File: src/dof_pkg.sv
// Shared types, codes and the control program for the DHCP option finder.
// Depends on nothing; every other file of the block refers to it by scoped names.
`timescale 1ns / 1ps

package dof_pkg;

  // Default region sizes in bytes.
  localparam int OPTIONS_BYTES_DEF = 308;
  localparam int FILE_BYTES_DEF    = 128;
  localparam int SNAME_BYTES_DEF   = 64;

  // Field widths fixed by the interface.
  localparam int CMD_W    = 1;
  localparam int REGION_W = 2;
  localparam int INDEX_W  = 9;
  localparam int BYTE_W   = 8;
  localparam int STATUS_W = 2;

  // Command codes.
  localparam logic [CMD_W-1:0] CMD_LOAD   = 1'b0;
  localparam logic [CMD_W-1:0] CMD_SEARCH = 1'b1;

  // Region codes.
  localparam logic [REGION_W-1:0] REGION_OPTIONS = 2'd0;
  localparam logic [REGION_W-1:0] REGION_FILE    = 2'd1;
  localparam logic [REGION_W-1:0] REGION_SNAME   = 2'd2;

  // Result status codes.
  localparam logic [STATUS_W-1:0] ST_FOUND     = 2'd0;
  localparam logic [STATUS_W-1:0] ST_NOT_FOUND = 2'd1;
  localparam logic [STATUS_W-1:0] ST_BOGUS     = 2'd2;

  // Special option codes.
  localparam logic [BYTE_W-1:0] CODE_PAD      = 8'd0;
  localparam logic [BYTE_W-1:0] CODE_OVERLOAD = 8'd52;
  localparam logic [BYTE_W-1:0] CODE_END      = 8'd255;

  // Overload bit positions.
  localparam int OVL_FILE_BIT  = 0;
  localparam int OVL_SNAME_BIT = 1;

  // Datapath action selected by a control word.
  typedef enum logic [1:0] {
    ACT_IDLE,   // take loads and search requests
    ACT_FETCH,  // bound check, read code and length bytes
    ACT_EVAL,   // decode one entry
    ACT_OVL     // take the overload byte and skip the entry
  } act_t;

  // Jump condition of a control word.
  typedef enum logic [1:0] {
    COND_ALWAYS,
    COND_SEARCH,
    COND_OVL
  } cond_t;

  typedef logic [1:0] step_t;

  localparam step_t STEP_IDLE  = 2'd0;
  localparam step_t STEP_FETCH = 2'd1;
  localparam step_t STEP_EVAL  = 2'd2;
  localparam step_t STEP_OVL   = 2'd3;

  // One control word of the program.
  typedef struct packed {
    act_t  act;
    cond_t cond;
    step_t jump_to;
    step_t fall_to;
  } uword_t;

  // Status flags from the datapath to the sequencer.
  typedef struct packed {
    logic search_go;  // a search word was accepted
    logic ovl_go;     // the entry under decode is an overload entry
    logic done;       // a result is being issued
  } dp_flags_t;

  // Control program. A result from the datapath always returns to the idle step.
  function automatic uword_t ucode(input step_t step);
    uword_t w;
    unique case (step)
      STEP_IDLE:  w = '{act: ACT_IDLE,  cond: COND_SEARCH, jump_to: STEP_FETCH,
                        fall_to: STEP_IDLE};
      STEP_FETCH: w = '{act: ACT_FETCH, cond: COND_ALWAYS, jump_to: STEP_EVAL,
                        fall_to: STEP_EVAL};
      STEP_EVAL:  w = '{act: ACT_EVAL,  cond: COND_OVL,    jump_to: STEP_OVL,
                        fall_to: STEP_FETCH};
      STEP_OVL:   w = '{act: ACT_OVL,   cond: COND_ALWAYS, jump_to: STEP_FETCH,
                        fall_to: STEP_FETCH};
    endcase
    return w;
  endfunction

endpackage

File: src/dof_sequencer.sv
// Step counter and control program readout for the DHCP option finder.
// Depends on dof_pkg for the control word layout and the program itself.
`timescale 1ns / 1ps

module dof_sequencer (
  input  logic              clk,
  input  logic              rst_n,
  input  dof_pkg::dp_flags_t flags,
  output dof_pkg::act_t     act,
  output logic              busy
);

  dof_pkg::step_t  step_r;
  dof_pkg::step_t  step_nxt;
  dof_pkg::uword_t uword;
  logic            cond_true;

  // Fetch the control word of the current step.
  assign uword = dof_pkg::ucode(step_r);
  assign act   = uword.act;
  assign busy  = (step_r != dof_pkg::STEP_IDLE);

  // Evaluate the jump condition.
  always_comb begin
    unique case (uword.cond)
      dof_pkg::COND_ALWAYS: cond_true = 1'b1;
      dof_pkg::COND_SEARCH: cond_true = flags.search_go;
      dof_pkg::COND_OVL:    cond_true = flags.ovl_go;
      default:              cond_true = 1'b0;
    endcase
  end

  // A finished search always goes back to the idle step.
  always_comb begin
    if (flags.done) begin
      step_nxt = dof_pkg::STEP_IDLE;
    end else if (cond_true) begin
      step_nxt = uword.jump_to;
    end else begin
      step_nxt = uword.fall_to;
    end
  end

  always_ff @(posedge clk) begin
    if (!rst_n) begin
      step_r <= dof_pkg::STEP_IDLE;
    end else begin
      step_r <= step_nxt;
    end
  end

endmodule

File: config.mk
export PLATFORM = sky130hd
export DESIGN_NAME = dof_sequencer
export DESIGN_NICKNAME = d
export VERILOG_FILES = /design/src/dof_pkg.sv /design/src/dof_sequencer.sv
export SDC_FILE = /design/constraint.sdc
export NUM_CORES = 1
export LEC_CHECK = 0
export BUFFER_PORTS_ARGS = -buffer_cell sky130_fd_sc_hd__buf_4
export CAP_MARGIN = 15
export CELL_PAD_IN_SITES_DETAIL_PLACEMENT = 0
export CELL_PAD_IN_SITES_GLOBAL_PLACEMENT = 1
export CORE_AREA = 2 2 39 41
export CTS_BUF_LIST = sky130_fd_sc_hd__clkbuf_8
export CTS_CLUSTER_SIZE = 10
export DETAILED_ROUTE_END_ITERATION = 7
export DIE_AREA = 0 0 41 43
export PLACE_DENSITY = 0.49
export RECOVER_POWER = 25
export REMOVE_ABC_BUFFERS = 1
export SLEW_MARGIN = 30
export SYNTH_ARGS = -nofsm -noshare
export SYNTH_HDL_FRONTEND = slang
export SYNTH_SLANG_ARGS = --single-unit
File: constraint.sdc
create_clock -name clk -period 1.9 [get_ports clk]
set_input_delay 0.38 -clock clk [delete_from_list [all_inputs] [get_ports clk]]
set_output_delay 0.38 -clock clk [all_outputs]
set_load 0.01 [all_outputs]
After elaboration in Yosys (flattened, before gate mapping)
Index checks and enable logic that the tools add are counted.

word-level totals
  flip-flop bits (word level) = 2
  input bits = 5
  output and inout port bits = 3
  word-level logic and storage cells = 14

operators by class
  equality and inequality tests = 5
  muxes and demuxes = 3
  bitwise operators = 1
  reductions and logical operators = 4

operators by type and width
  operator              number
  $pmux W8 S4           1
  $eq A2 B2 Y1 const B  3
  $eq A2 B1 Y1 const B  2
  $logic_not A2 Y1      2
  $pmux W1 S3           1
  $mux W2               1
  $reduce_bool A2 Y1    1
  $reduce_or A2 Y1      1
  $not A1 Y1            1

Logic depth before layout (Yosys ltp)
Gate-level depths: netlist (run 1).

  depth in word-level cells = 5
  depth in mapped cells = 5

Least setup slack after synthesis (run 1)
No wires, ideal clock.

  path kind = reg-to-reg
  from = register step_r[0]
  to = register step_r[0]
  setup time = 86 ps
  arrival time = 1342 ps
  data required time = 1814 ps
  path slack = 471 ps
  cell stages (with the launch flop) = 6
  buffers on the path = 0
  path through = dfxtp_1 -> inv_1 -> ha_1 -> a21oi_1 -> mux2_4 -> a221oi_2

between the ends
  cells in the longest elaborated chain, start to end = 5
  elaborated cells between the ends (all ways) = 10
  those cells by class = 5 x eq/ne; 3 x mux; 2 x reduce/logical

RTL lines
  item                                  RTL line             source
  start: declaration                    dof_sequencer.sv:13  dof_pkg::step_t step_r;
  start signal: assignment              dof_sequencer.sv:46  step_r <= dof_pkg::STEP_IDLE;
  start signal: assignment              dof_sequencer.sv:48  step_r <= step_nxt;
  $eq A2 B2 Y1 (tied with other cells)  dof_pkg.sv:82        unique case (step)
  $pmux W8 S4 (*)                       dof_pkg.sv:82
  $eq A2 B2 Y1 (tied with other cells)  dof_sequencer.sv:25  unique case (uword.cond)
  $pmux W1 S3                           dof_sequencer.sv:25
  $mux W2 (*)                           dof_sequencer.sv:37  end else if (cond_true) begin

Mark *: on every way between the ends. The rest lies on a longest branch, timed or not.
A chain may end at the register's enable or synchronous reset.

Worst setup path after layout (run 1)
  from = register step_r[0]
  to = output port act[1]

between the ends
  cells in the longest elaborated chain, start to end = 2
  elaborated cells between the ends (all ways) = 5
  those cells by class = 3 x eq/ne; 1 x mux; 1 x reduce/logical

RTL lines
  item                                  RTL line            source
  $eq A2 B2 Y1 (tied with other cells)  dof_pkg.sv:82
  $pmux W8 S4 (*)                       dof_pkg.sv:82
  end: declaration                      dof_sequencer.sv:9  output dof_pkg::act_t act,

Marks and branches as above.

==> impl_metrics.env, run 1 <==
export IMPL_clk_path_buf_depth=2
export IMPL_start_util_pct=17.99
export IMPL_fmax_ghz=0.5656
export IMPL_largest_register_ffs=2
export IMPL_yosysSeqAreaShare_pct=16.08
export IMPL_post_cts_buffers=0
export IMPL_hold_class="in2reg"
export IMPL_hold_buffers=0
export IMPL_vias=227
export IMPL_slew_headroom_pct=83.59
export IMPL_synth_top_cell_area_share_pct=30.15
export IMPL_rsz0062_at_grt="false"
export IMPL_maxCapViolations=0
export IMPL_syn_cell_area_sq_um=249.0
export IMPL_total_power_mw=0.2714
export IMPL_die_y_microns=43
export IMPL_crit_path_end_kind="primary output"
export IMPL_syn_inst=29
export IMPL_min_period_over_period_pct=93.06
export IMPL_slowest_stage="dfxtp_1"
export IMPL_hold_depth=3
export IMPL_placed_cell_area_sq_um=321.6
export IMPL_drc=0
export IMPL_dp_hpwl_microns=412
export IMPL_crit_type="reg2out"
export IMPL_crit_required_ns=1.52
export IMPL_first_iter_violations=1
export IMPL_p_leak_nw=0.1689
export IMPL_die_w_microns=41
export IMPL_root_buffer="clkbuf_8"
export IMPL_rows=14
export IMPL_drt_pass1_iterations=2
export IMPL_core_area_sq_um=1384
export IMPL_peakVddDrop_uv=235.1
export IMPL_antenna_left=0
export IMPL_syn_to_final_growth_pct=45.73
export IMPL_n_antenna_cell=0
export IMPL_routed_top_layer="met4"
export IMPL_synth_cell_types=15
export IMPL_largest_register="step_r"
export IMPL_status="complete, no violations"
export IMPL_multi_input_comb_area_sq_um=190.2
export IMPL_worst_pin_slew_ns=0.2462
export IMPL_synth_top_area_cell="ha_1"
export IMPL_portBuffers=7
export IMPL_cp_cell_sequence="inv_1, ha_1, or2_2, buf_4"
export IMPL_seqCellArea_sq_um=40.04
export IMPL_drive_above_1_share_pct=38.46
export IMPL_io_pins=8
export IMPL_min_period_ns=1.768
export IMPL_synth_area_leaders="ha_1, dfxtp_1, inv_1, a221oi_2, mux2_4"
export IMPL_grt_overflow=0
export IMPL_grt_pass1_wl_microns=745
export IMPL_wl_microns=508
export IMPL_worst_path_max_fanout=6
export IMPL_wl_met2_microns=234
export IMPL_critPathLaunchType="flip-flop"
export IMPL_wl_per_cell_microns=9.236
export IMPL_die_area_sq_um=1763
export IMPL_synth_common_cells="ha_1, inv_1"
export IMPL_reg_largest_list="step_r: 2 flops"
export IMPL_gp_congestion=0.5798
export IMPL_synth_area_per_cell_sq_um=8.586
export IMPL_grt_max_degree=8
export IMPL_cts_resized=0
export IMPL_drv_slew=0
export IMPL_antenna_found_initial=0
export IMPL_clock_sinks=2
export IMPL_yosysWarnings=0
export IMPL_synth_ff_type="dfxtp_1"
export IMPL_grt_pass1_vias=205
export IMPL_worst_r2r_cell_count=5
export IMPL_cts_tree="yes"
export IMPL_async_flop_share_pct=0
export IMPL_hold_viol=0
export IMPL_ys_ff_latch=2
export IMPL_htreeDepth=1
export IMPL_route_met3_wl_microns=62
export IMPL_postLayoutCellArea_sq_um=362.8
export IMPL_synth_edf_count=0
export IMPL_clk_pin_slew_ns=0.03
export IMPL_met1_length_microns=186
export IMPL_cp_arrival_ns=1.39
export IMPL_routed_via_density=4.127
export IMPL_clk_latency_ns=0.21
export IMPL_final_nets=52
export IMPL_fin_skew_ns=0.00007716
export IMPL_cpPeakStageDelay_ns=0.37
export IMPL_final_fill_count=152
export IMPL_numCtsBuffers=3
export IMPL_setup_tns_ns=0
export IMPL_p_per_area_nw_per_um2=747.9
export IMPL_yosysMostFrequentCell="ha_1"
export IMPL_track_usage_pct=7.207
export IMPL_final_setup_viol_count=0
## layout by cell type, fill, tap and decap left out
cell type / synthesis / final
clkbuf_8: 0 / 3
a21oi_1: 2 / 2
nand2b_1: 2 / 2
nand2_1: 2 / 2
nor2b_1: 1 / 1
a31oi_1: 1 / 1
nor2_1: 2 / 2
buf_4: 0 / 7
or2_2: 1 / 1
mux2_2: 1 / 1
ha_1: 6 / 6
dfxtp_1: 2 / 2
o211ai_1: 1 / 1
a211o_2: 1 / 1
inv_1: 5 / 5
a221oi_2: 1 / 1
mux2_4: 1 / 1
## cell families after synthesis
logic type,share of synthesized area (%)
AND/OR/NAND/NOR,16.09
AO/OA/AOI/OAI,19.60
adder cells (fa/ha/maj),30.15
buffers and inverters,7.538
multiplexers,10.55
flip-flops,16.08
## path summary, 6_finish.rpt
kind,slack [ns],to,start
worst max register to register,0.37,step_r[0],step_r[0]
worst max-delay path,0.13,act[1],step_r[0]
worst min-delay path,0.47,step_r[0],flags[0]
worst min register to register,0.71,step_r[0],step_r[0]
## per-stage QoR
stage	cells	setup WS [ns]	hold WS, ns	utilization (%)
after global routing	55	0.07617	0.4974	26.22
after global placement	52	0.3504	0.6923	23.24
after detailed placement	52	0.3444	0.6976	23.24
after floorplan	29	0.4713	0.5499	-
after CTS	55	0.1171	0.4815	26.22
final	55	0.1318	0.4748	26.22
## critical path: cells and delay by family (launching register included)
kind          cells  cell delay (ns)
flops             1             0.37
buf+inv           2             0.23
simple gates      1             0.31
fa+ha+maj         1             0.26
## per-layer routing
metal	vias to the layer above	global-route usage (%)
li1	117	-
met1	96	6.369
met2	10	9.688
met3	4	3.141
met4	0	10.00
met5	-	0
## final cells by class
| class | count | area share, % |
|---|---|---|
| Multi-Input combinational cell | 22 | 52.41 |
| Timing Repair Buffer | 7 | 14.48 |
| Clock buffer | 3 | 11.38 |
| Sequential cell | 2 | 11.03 |
| Tap cell | 16 | 5.517 |
| Inverter | 5 | 5.172 |
## where the power goes
group | leakage (nW) | internal, mW | switching (mW) | total [mW]
sequential | 0.0163 | 0.0450 | 0.00264 | 0.0476
clock | 0.0216 | 0.134 | 0.0332 | 0.167
combinational | 0.131 | 0.0302 | 0.0264 | 0.0566
total | 0.169 | 0.209 | 0.0622 | 0.271
(Power assumes the default switching activity.)
==> run 2: changes to the inputs <==
- ABC_AREA: default -> 1
==> impl_metrics.env, run 2 <==
export IMPL_grt_overflow=0
export IMPL_clk_latency_ns=0.21
export IMPL_p_int_mw=0.2072
export IMPL_synth_top_cell_area_share_pct=32.61
export IMPL_grt_max_degree=5
export IMPL_slew_headroom_pct=90.44
export IMPL_ys_ff_latch=2
export IMPL_routed_via_density=3.559
export IMPL_portBuffers=7
export IMPL_track_usage_pct=6.507
export IMPL_die_w_microns=41
export IMPL_worst_hold_slack_ns=0.4159
export IMPL_synth_area_per_cell_sq_um=6.976
export IMPL_synth_top_area_cell="ha_1"
export IMPL_clock_power_share_pct=61.1
export IMPL_r2r_slack_ns=0.60
export IMPL_grt_pass1_wl_microns=648
export IMPL_clk_path_buf_depth=2
export IMPL_rows=14
export IMPL_peakVddDrop_uv=630.6
export IMPL_wl_per_cell_microns=7.136
export IMPL_drt_pass1_iterations=2
export IMPL_cts_tree="yes"
export IMPL_p_leak_nw=0.1957
export IMPL_gp_congestion=0.6147
export IMPL_synth_ff_type="dfxtp_1"
export IMPL_p_per_area_nw_per_um2=801.1
export IMPL_hold_buffers=0
export IMPL_fin_skew_ns=0.004941
export IMPL_crit_required_ns=1.52
export IMPL_dp_cells=56
export IMPL_status="complete, no violations"
export IMPL_largest_register_ffs=2
export IMPL_hold_class="in2reg"
export IMPL_wl_microns=421
export IMPL_final_fill_count=154
export IMPL_start_util_pct=16.64
export IMPL_final_nets=56
export IMPL_clock_sinks=2
export IMPL_clk_pin_slew_ns=0.03
export IMPL_drive_above_1_share_pct=30.23
export IMPL_final_setup_viol_count=0
export IMPL_n_antenna_cell=0
export IMPL_largest_register="step_r"
export IMPL_hold_viol=0
export IMPL_crit_path_end_kind="primary output"
export IMPL_crit_type="reg2out"
export IMPL_grt_pass1_vias=171
export IMPL_combPwrFrac_pct=21.2
export IMPL_drc=0
export IMPL_drv_slew=0
export IMPL_die_y_microns=43
export IMPL_htreeDepth=1
export IMPL_cp_cell_sequence="inv_1, ha_1, nor2_1, inv_1, buf_4"
export IMPL_fmax_ghz=0.6286
export IMPL_cts_resized=0
export IMPL_reg_largest_list="step_r: 2 flops"
export IMPL_netSwitchingPower_mw=0.06845
export IMPL_synth_cell_types=11
export IMPL_stdcell_count=59
export IMPL_post_cts_buffers=0
export IMPL_critPathLaunchType="flip-flop"
export IMPL_min_period_ns=1.591
export IMPL_worst_pin_slew_ns=0.1431
export IMPL_yosysSeqAreaShare_pct=17.39
export IMPL_cp_arrival_ns=1.21
export IMPL_numCtsBuffers=3
export IMPL_core_area_sq_um=1384
export IMPL_switching_share_pct=24.83
export IMPL_final_cell_mix="inv_1, buf_4, ha_1"
export IMPL_crit_top_cell="inv_1"
export IMPL_mostFrequentLayoutCell="inv_1"
export IMPL_yosysMostFrequentCell="inv_1"
export IMPL_synth_common_cells="inv_1, ha_1, nand2_1, nor2_1, nand3_1"
export IMPL_rsz0062_at_grt="false"
export IMPL_pwr_share_seq_pct=17.7
export IMPL_setup_tns_ns=0
export IMPL_utilization_pct=24.86
export IMPL_io_pins=8
export IMPL_die_area_sq_um=1763
export IMPL_antenna_found_initial=0
export IMPL_min_period_over_period_pct=83.73
export IMPL_synth_area_leaders="ha_1, dfxtp_1, inv_1, nand2_1, nor2_1"
export IMPL_maxCapViolations=0
export IMPL_syn_cell_area_sq_um=230.2
export IMPL_root_buffer="clkbuf_8"
export IMPL_worst_path_max_fanout=4
export IMPL_first_iter_violations=4
export IMPL_cpPeakStageDelay_ns=0.37
export IMPL_dp_hpwl_microns=341.3
export IMPL_vias=210
export IMPL_slowest_stage="dfxtp_1"
export IMPL_syn_to_final_growth_pct=49.46
export IMPL_yosysWarnings=0
export IMPL_synth_edf_count=0
export IMPL_antenna_left=0
export IMPL_syn_inst=33
export IMPL_async_flop_share_pct=0
run 2: changes by cell type in the layout (fill, tap and decap cells not counted), sizes merged, moves of 2 or more:
| cell | previous run | this run |
|---|---|---|
| inv | 5 | 8 |
| mux2 | 2 | 0 |
| nand2 | 2 | 6 |
| nand2b | 2 | 0 |
| nand3 | 0 | 4 |
| nor2 | 2 | 6 |
run 2: final cells by class:
cell class                      count  area [sq um]  share of cell area [%]
Tap cell                           16         20.02                   5.818
Sequential cell                     2         40.04                   11.64
Inverter                            8         30.03                   8.727
Clock buffer                        3         41.29                   12.00
Timing Repair Buffer                7         52.55                   15.27
Multi-Input combinational cell     23         160.2                   46.55
run 2: cells by family after synthesis:
kind of cell	Yosys count	share of synthesized area, %
AO/OA/AOI/OAI	1	2.172
adder cells (fa/ha/maj)	6	32.61
buffers and inverters	8	13.04
flip-flops	2	17.39
AND/OR/NAND/NOR	16	34.78
run 2: metrics by stage:
| step | setup WS (ns) | area (sq um) | total power, mW |
|---|---|---|---|
| global route | 0.2076 | 344.1 | 0.3008 |
| global placement | 0.5280 | 302.8 | 0.1115 |
| detailed placement | 0.5107 | 302.8 | 0.1099 |
| finish | 0.3091 | 344.1 | 0.2756 |
| CTS | 0.2879 | 344.1 | 0.2851 |
| floorplan | 0.6813 | 230.2 | 0.08860 |
run 2: worst max-delay path, delay by kind of cell (launching register included):
kind                     cells  cell delay (ns)
adder cells (fa/ha/maj)      1             0.22
buffers and inverters        3             0.28
flip-flops                   1             0.37
AND/OR/NAND/NOR              1             0.13
run 2: power groups by stage:
| stage | registers [mW] | clock network, mW | logic [mW] |
|---|---|---|---|
| 2_1_floorplan | 0.0487 | 0 | 0.0399 |
| 4_1_cts | 0.0489 | 0.175 | 0.0607 |
| 5_1_grt | 0.0493 | 0.185 | 0.0667 |
| 6_report | 0.0488 | 0.168 | 0.0586 |
| 3_3_place_gp | 0.0495 | 0 | 0.0619 |
| 3_5_place_dp | 0.0494 | 0 | 0.0605 |
run 2: final timing paths:
check | from | to | cells past startpoint
worst max-delay path | step_r[0] | act[1] | 5
worst min-delay path | flags[0] | step_r[1] | 4
worst max register to register | step_r[0] | step_r[0] | 8
worst min register to register | step_r[0] | step_r[1] | 3
run 2: per-layer routing:
| metal | wire length [microns] | track usage [%] | vias to the layer above |
|---|---|---|---|
| li1 | - | - | 118 |
| met1 | 180 | 6.688 | 81 |
| met2 | 172 | 6.250 | 9 |
| met3 | 56 | 6.283 | 2 |
| met4 | 12 | 8.000 | 0 |
| met5 | 0 | 0 | - |
==> run 3: changes to the inputs <==
- PLACE_DENSITY: 0.49 -> 0.5
- clock period: 1.9 -> 1.4 ns (I/O delays scaled with it)
==> impl_metrics.env, run 3 (synthesis gave the netlist of run 2 again) <==
export IMPL_status="complete, no violations"
export IMPL_worst_r2r_cell_count=8
export IMPL_vias=212
export IMPL_die_w_microns=41
export IMPL_grt_pass1_wl_microns=648
export IMPL_clock_sinks=2
export IMPL_fin_skew_ns=0.0009018
export IMPL_wl_per_cell_microns=7.305
export IMPL_r2r_end="step_r[0]"
export IMPL_crit_required_ns=1.12
export IMPL_total_power_mw=0.3768
export IMPL_wl_met2_microns=199
export IMPL_io_pins=8
export IMPL_cp_endpoint="act[0]"
export IMPL_maxCapViolations=0
export IMPL_largest_register_ffs=2
export IMPL_routed_via_density=3.593
export IMPL_die_area_sq_um=1763
export IMPL_cts_tree="yes"
export IMPL_hold_buffers=0
export IMPL_htreeDepth=1
export IMPL_drc=0
export IMPL_clk_path_buf_depth=2
export IMPL_clk_latency_ns=0.21
export IMPL_p_leak_nw=0.1971
export IMPL_min_period_ns=1.353
export IMPL_drt_pass1_iterations=1
export IMPL_worst_path_max_fanout=4
export IMPL_min_period_over_period_pct=96.61
export IMPL_antenna_found_initial=0
export IMPL_routed_top_layer="met3"
export IMPL_worst_hold_slack_ns=0.3193
export IMPL_final_nets=56
export IMPL_dp_hpwl_microns=351.1
export IMPL_met1_length_microns=197
export IMPL_fmax_ghz=0.7393
export IMPL_p_per_area_nw_per_um2=1014
export IMPL_first_iter_violations=0
export IMPL_hold_class="in2reg"
export IMPL_critPathLaunchType="flip-flop"
export IMPL_drive_above_1_share_pct=48.84
export IMPL_peakVddDrop_uv=457.3
export IMPL_hold_viol=0
export IMPL_grt_max_degree=5
export IMPL_mostFrequentLayoutCell="buf_4"
export IMPL_cp_arrival_ns=1.07
export IMPL_rsz0062_at_grt="true"
export IMPL_start_util_pct=16.64
export IMPL_crit_path_start="step_r[1]"
export IMPL_crit_type="reg2out"
export IMPL_drv_slew=0
export IMPL_grt_overflow=0
export IMPL_n_antenna_cell=0
export IMPL_root_buffer="clkbuf_8"
export IMPL_gp_congestion=0.6052
export IMPL_clk_pin_slew_ns=0.03
export IMPL_wl_microns=431
export IMPL_reg_largest_list="step_r: 2 flops"
export IMPL_largest_register="step_r"
export IMPL_rows=14
export IMPL_final_setup_viol_count=0
export IMPL_final_cell_mix="buf_4, inv_1, nand2_1"
export IMPL_post_cts_buffers=0
export IMPL_utilization_pct=26.85
export IMPL_min_from="flags[0]"
export IMPL_crit_path_end_kind="primary output"
export IMPL_route_met3_wl_microns=34
export IMPL_slew_headroom_pct=89.86
export IMPL_portBuffers=7
export IMPL_r2r_slack_ns=0.20
export IMPL_antenna_left=0
export IMPL_rr_startpoint="step_r[0]"
export IMPL_track_usage_pct=6.106
export IMPL_numCtsBuffers=3
export IMPL_syn_to_final_growth_pct=61.41
export IMPL_core_area_sq_um=1384
export IMPL_worst_pin_slew_ns=0.1521
export IMPL_die_y_microns=43
export IMPL_grt_pass1_vias=181
run 3: cell counts in the layout (fill, tap and decap cells not counted):
No cell type changed its count.
run 3: critical path: stages (launching register included):
cell	delay [ns]
dfxtp_4	0.36
inv_2	0.05
ha_2	0.17
nor2_1	0.10
nor2_1	0.04
buf_4	0.13
run 3: worst min-delay path by stage:
| stage | slack, ns | to | cells past startpoint |
|---|---|---|---|
| 6_report | 0.32 | step_r[1] | 4 |
| 5_1_grt | 0.33 | step_r[1] | 4 |
| 4_1_cts | 0.32 | step_r[1] | 4 |
| 3_5_place_dp | 0.55 | step_r[1] | 4 |
| 3_3_place_gp | 0.55 | step_r[1] | 4 |
| 2_1_floorplan | 0.44 | step_r[1] | 3 |
run 3: timing repair:
action | CTS | global route
pin swaps | 1 | 1
resized for setup | 4 | 6
endpoints found under the setup margin | 3 | 2
run 3: area by class of cell:
class / count / area [sq um]
timing repair buffer: 7 / 52.55
fill: 158 / 1012
inverter: 8 / 30.03
sequential: 2 / 45.04
tap: 16 / 20.02
clock buffer: 3 / 41.29
multi-input combinational: 23 / 182.7
run 3: layer usage:
metal,GRT usage (%),vias up
li1,-,117
met1,6.051,90
met2,7.500,5
met3,4.712,0
met4,6.000,0
met5,0,-
run 3: metrics by stage:
step	area, sq um	instances	worst slack, ns	setup TNS, ns
after floorplan	230.2	33	0.2121	0
after global placement	302.8	56	0.1219	0
after detailed placement	302.8	56	0.1223	0
final	371.6	59	0.04742	0
after global routing	371.6	59	-0.008821	-0.008821
after CTS	349.1	59	-0.001526	-0.001526
run 3: where the power goes:
part / internal, mW / total, mW / switching (mW) / leakage (nW)
registers: 0.0621 / 0.0683 / 0.00622 / 0.0175
clock network: 0.181 / 0.221 / 0.0396 / 0.0216
logic: 0.0424 / 0.0877 / 0.0453 / 0.158
total: 0.286 / 0.377 / 0.0911 / 0.197
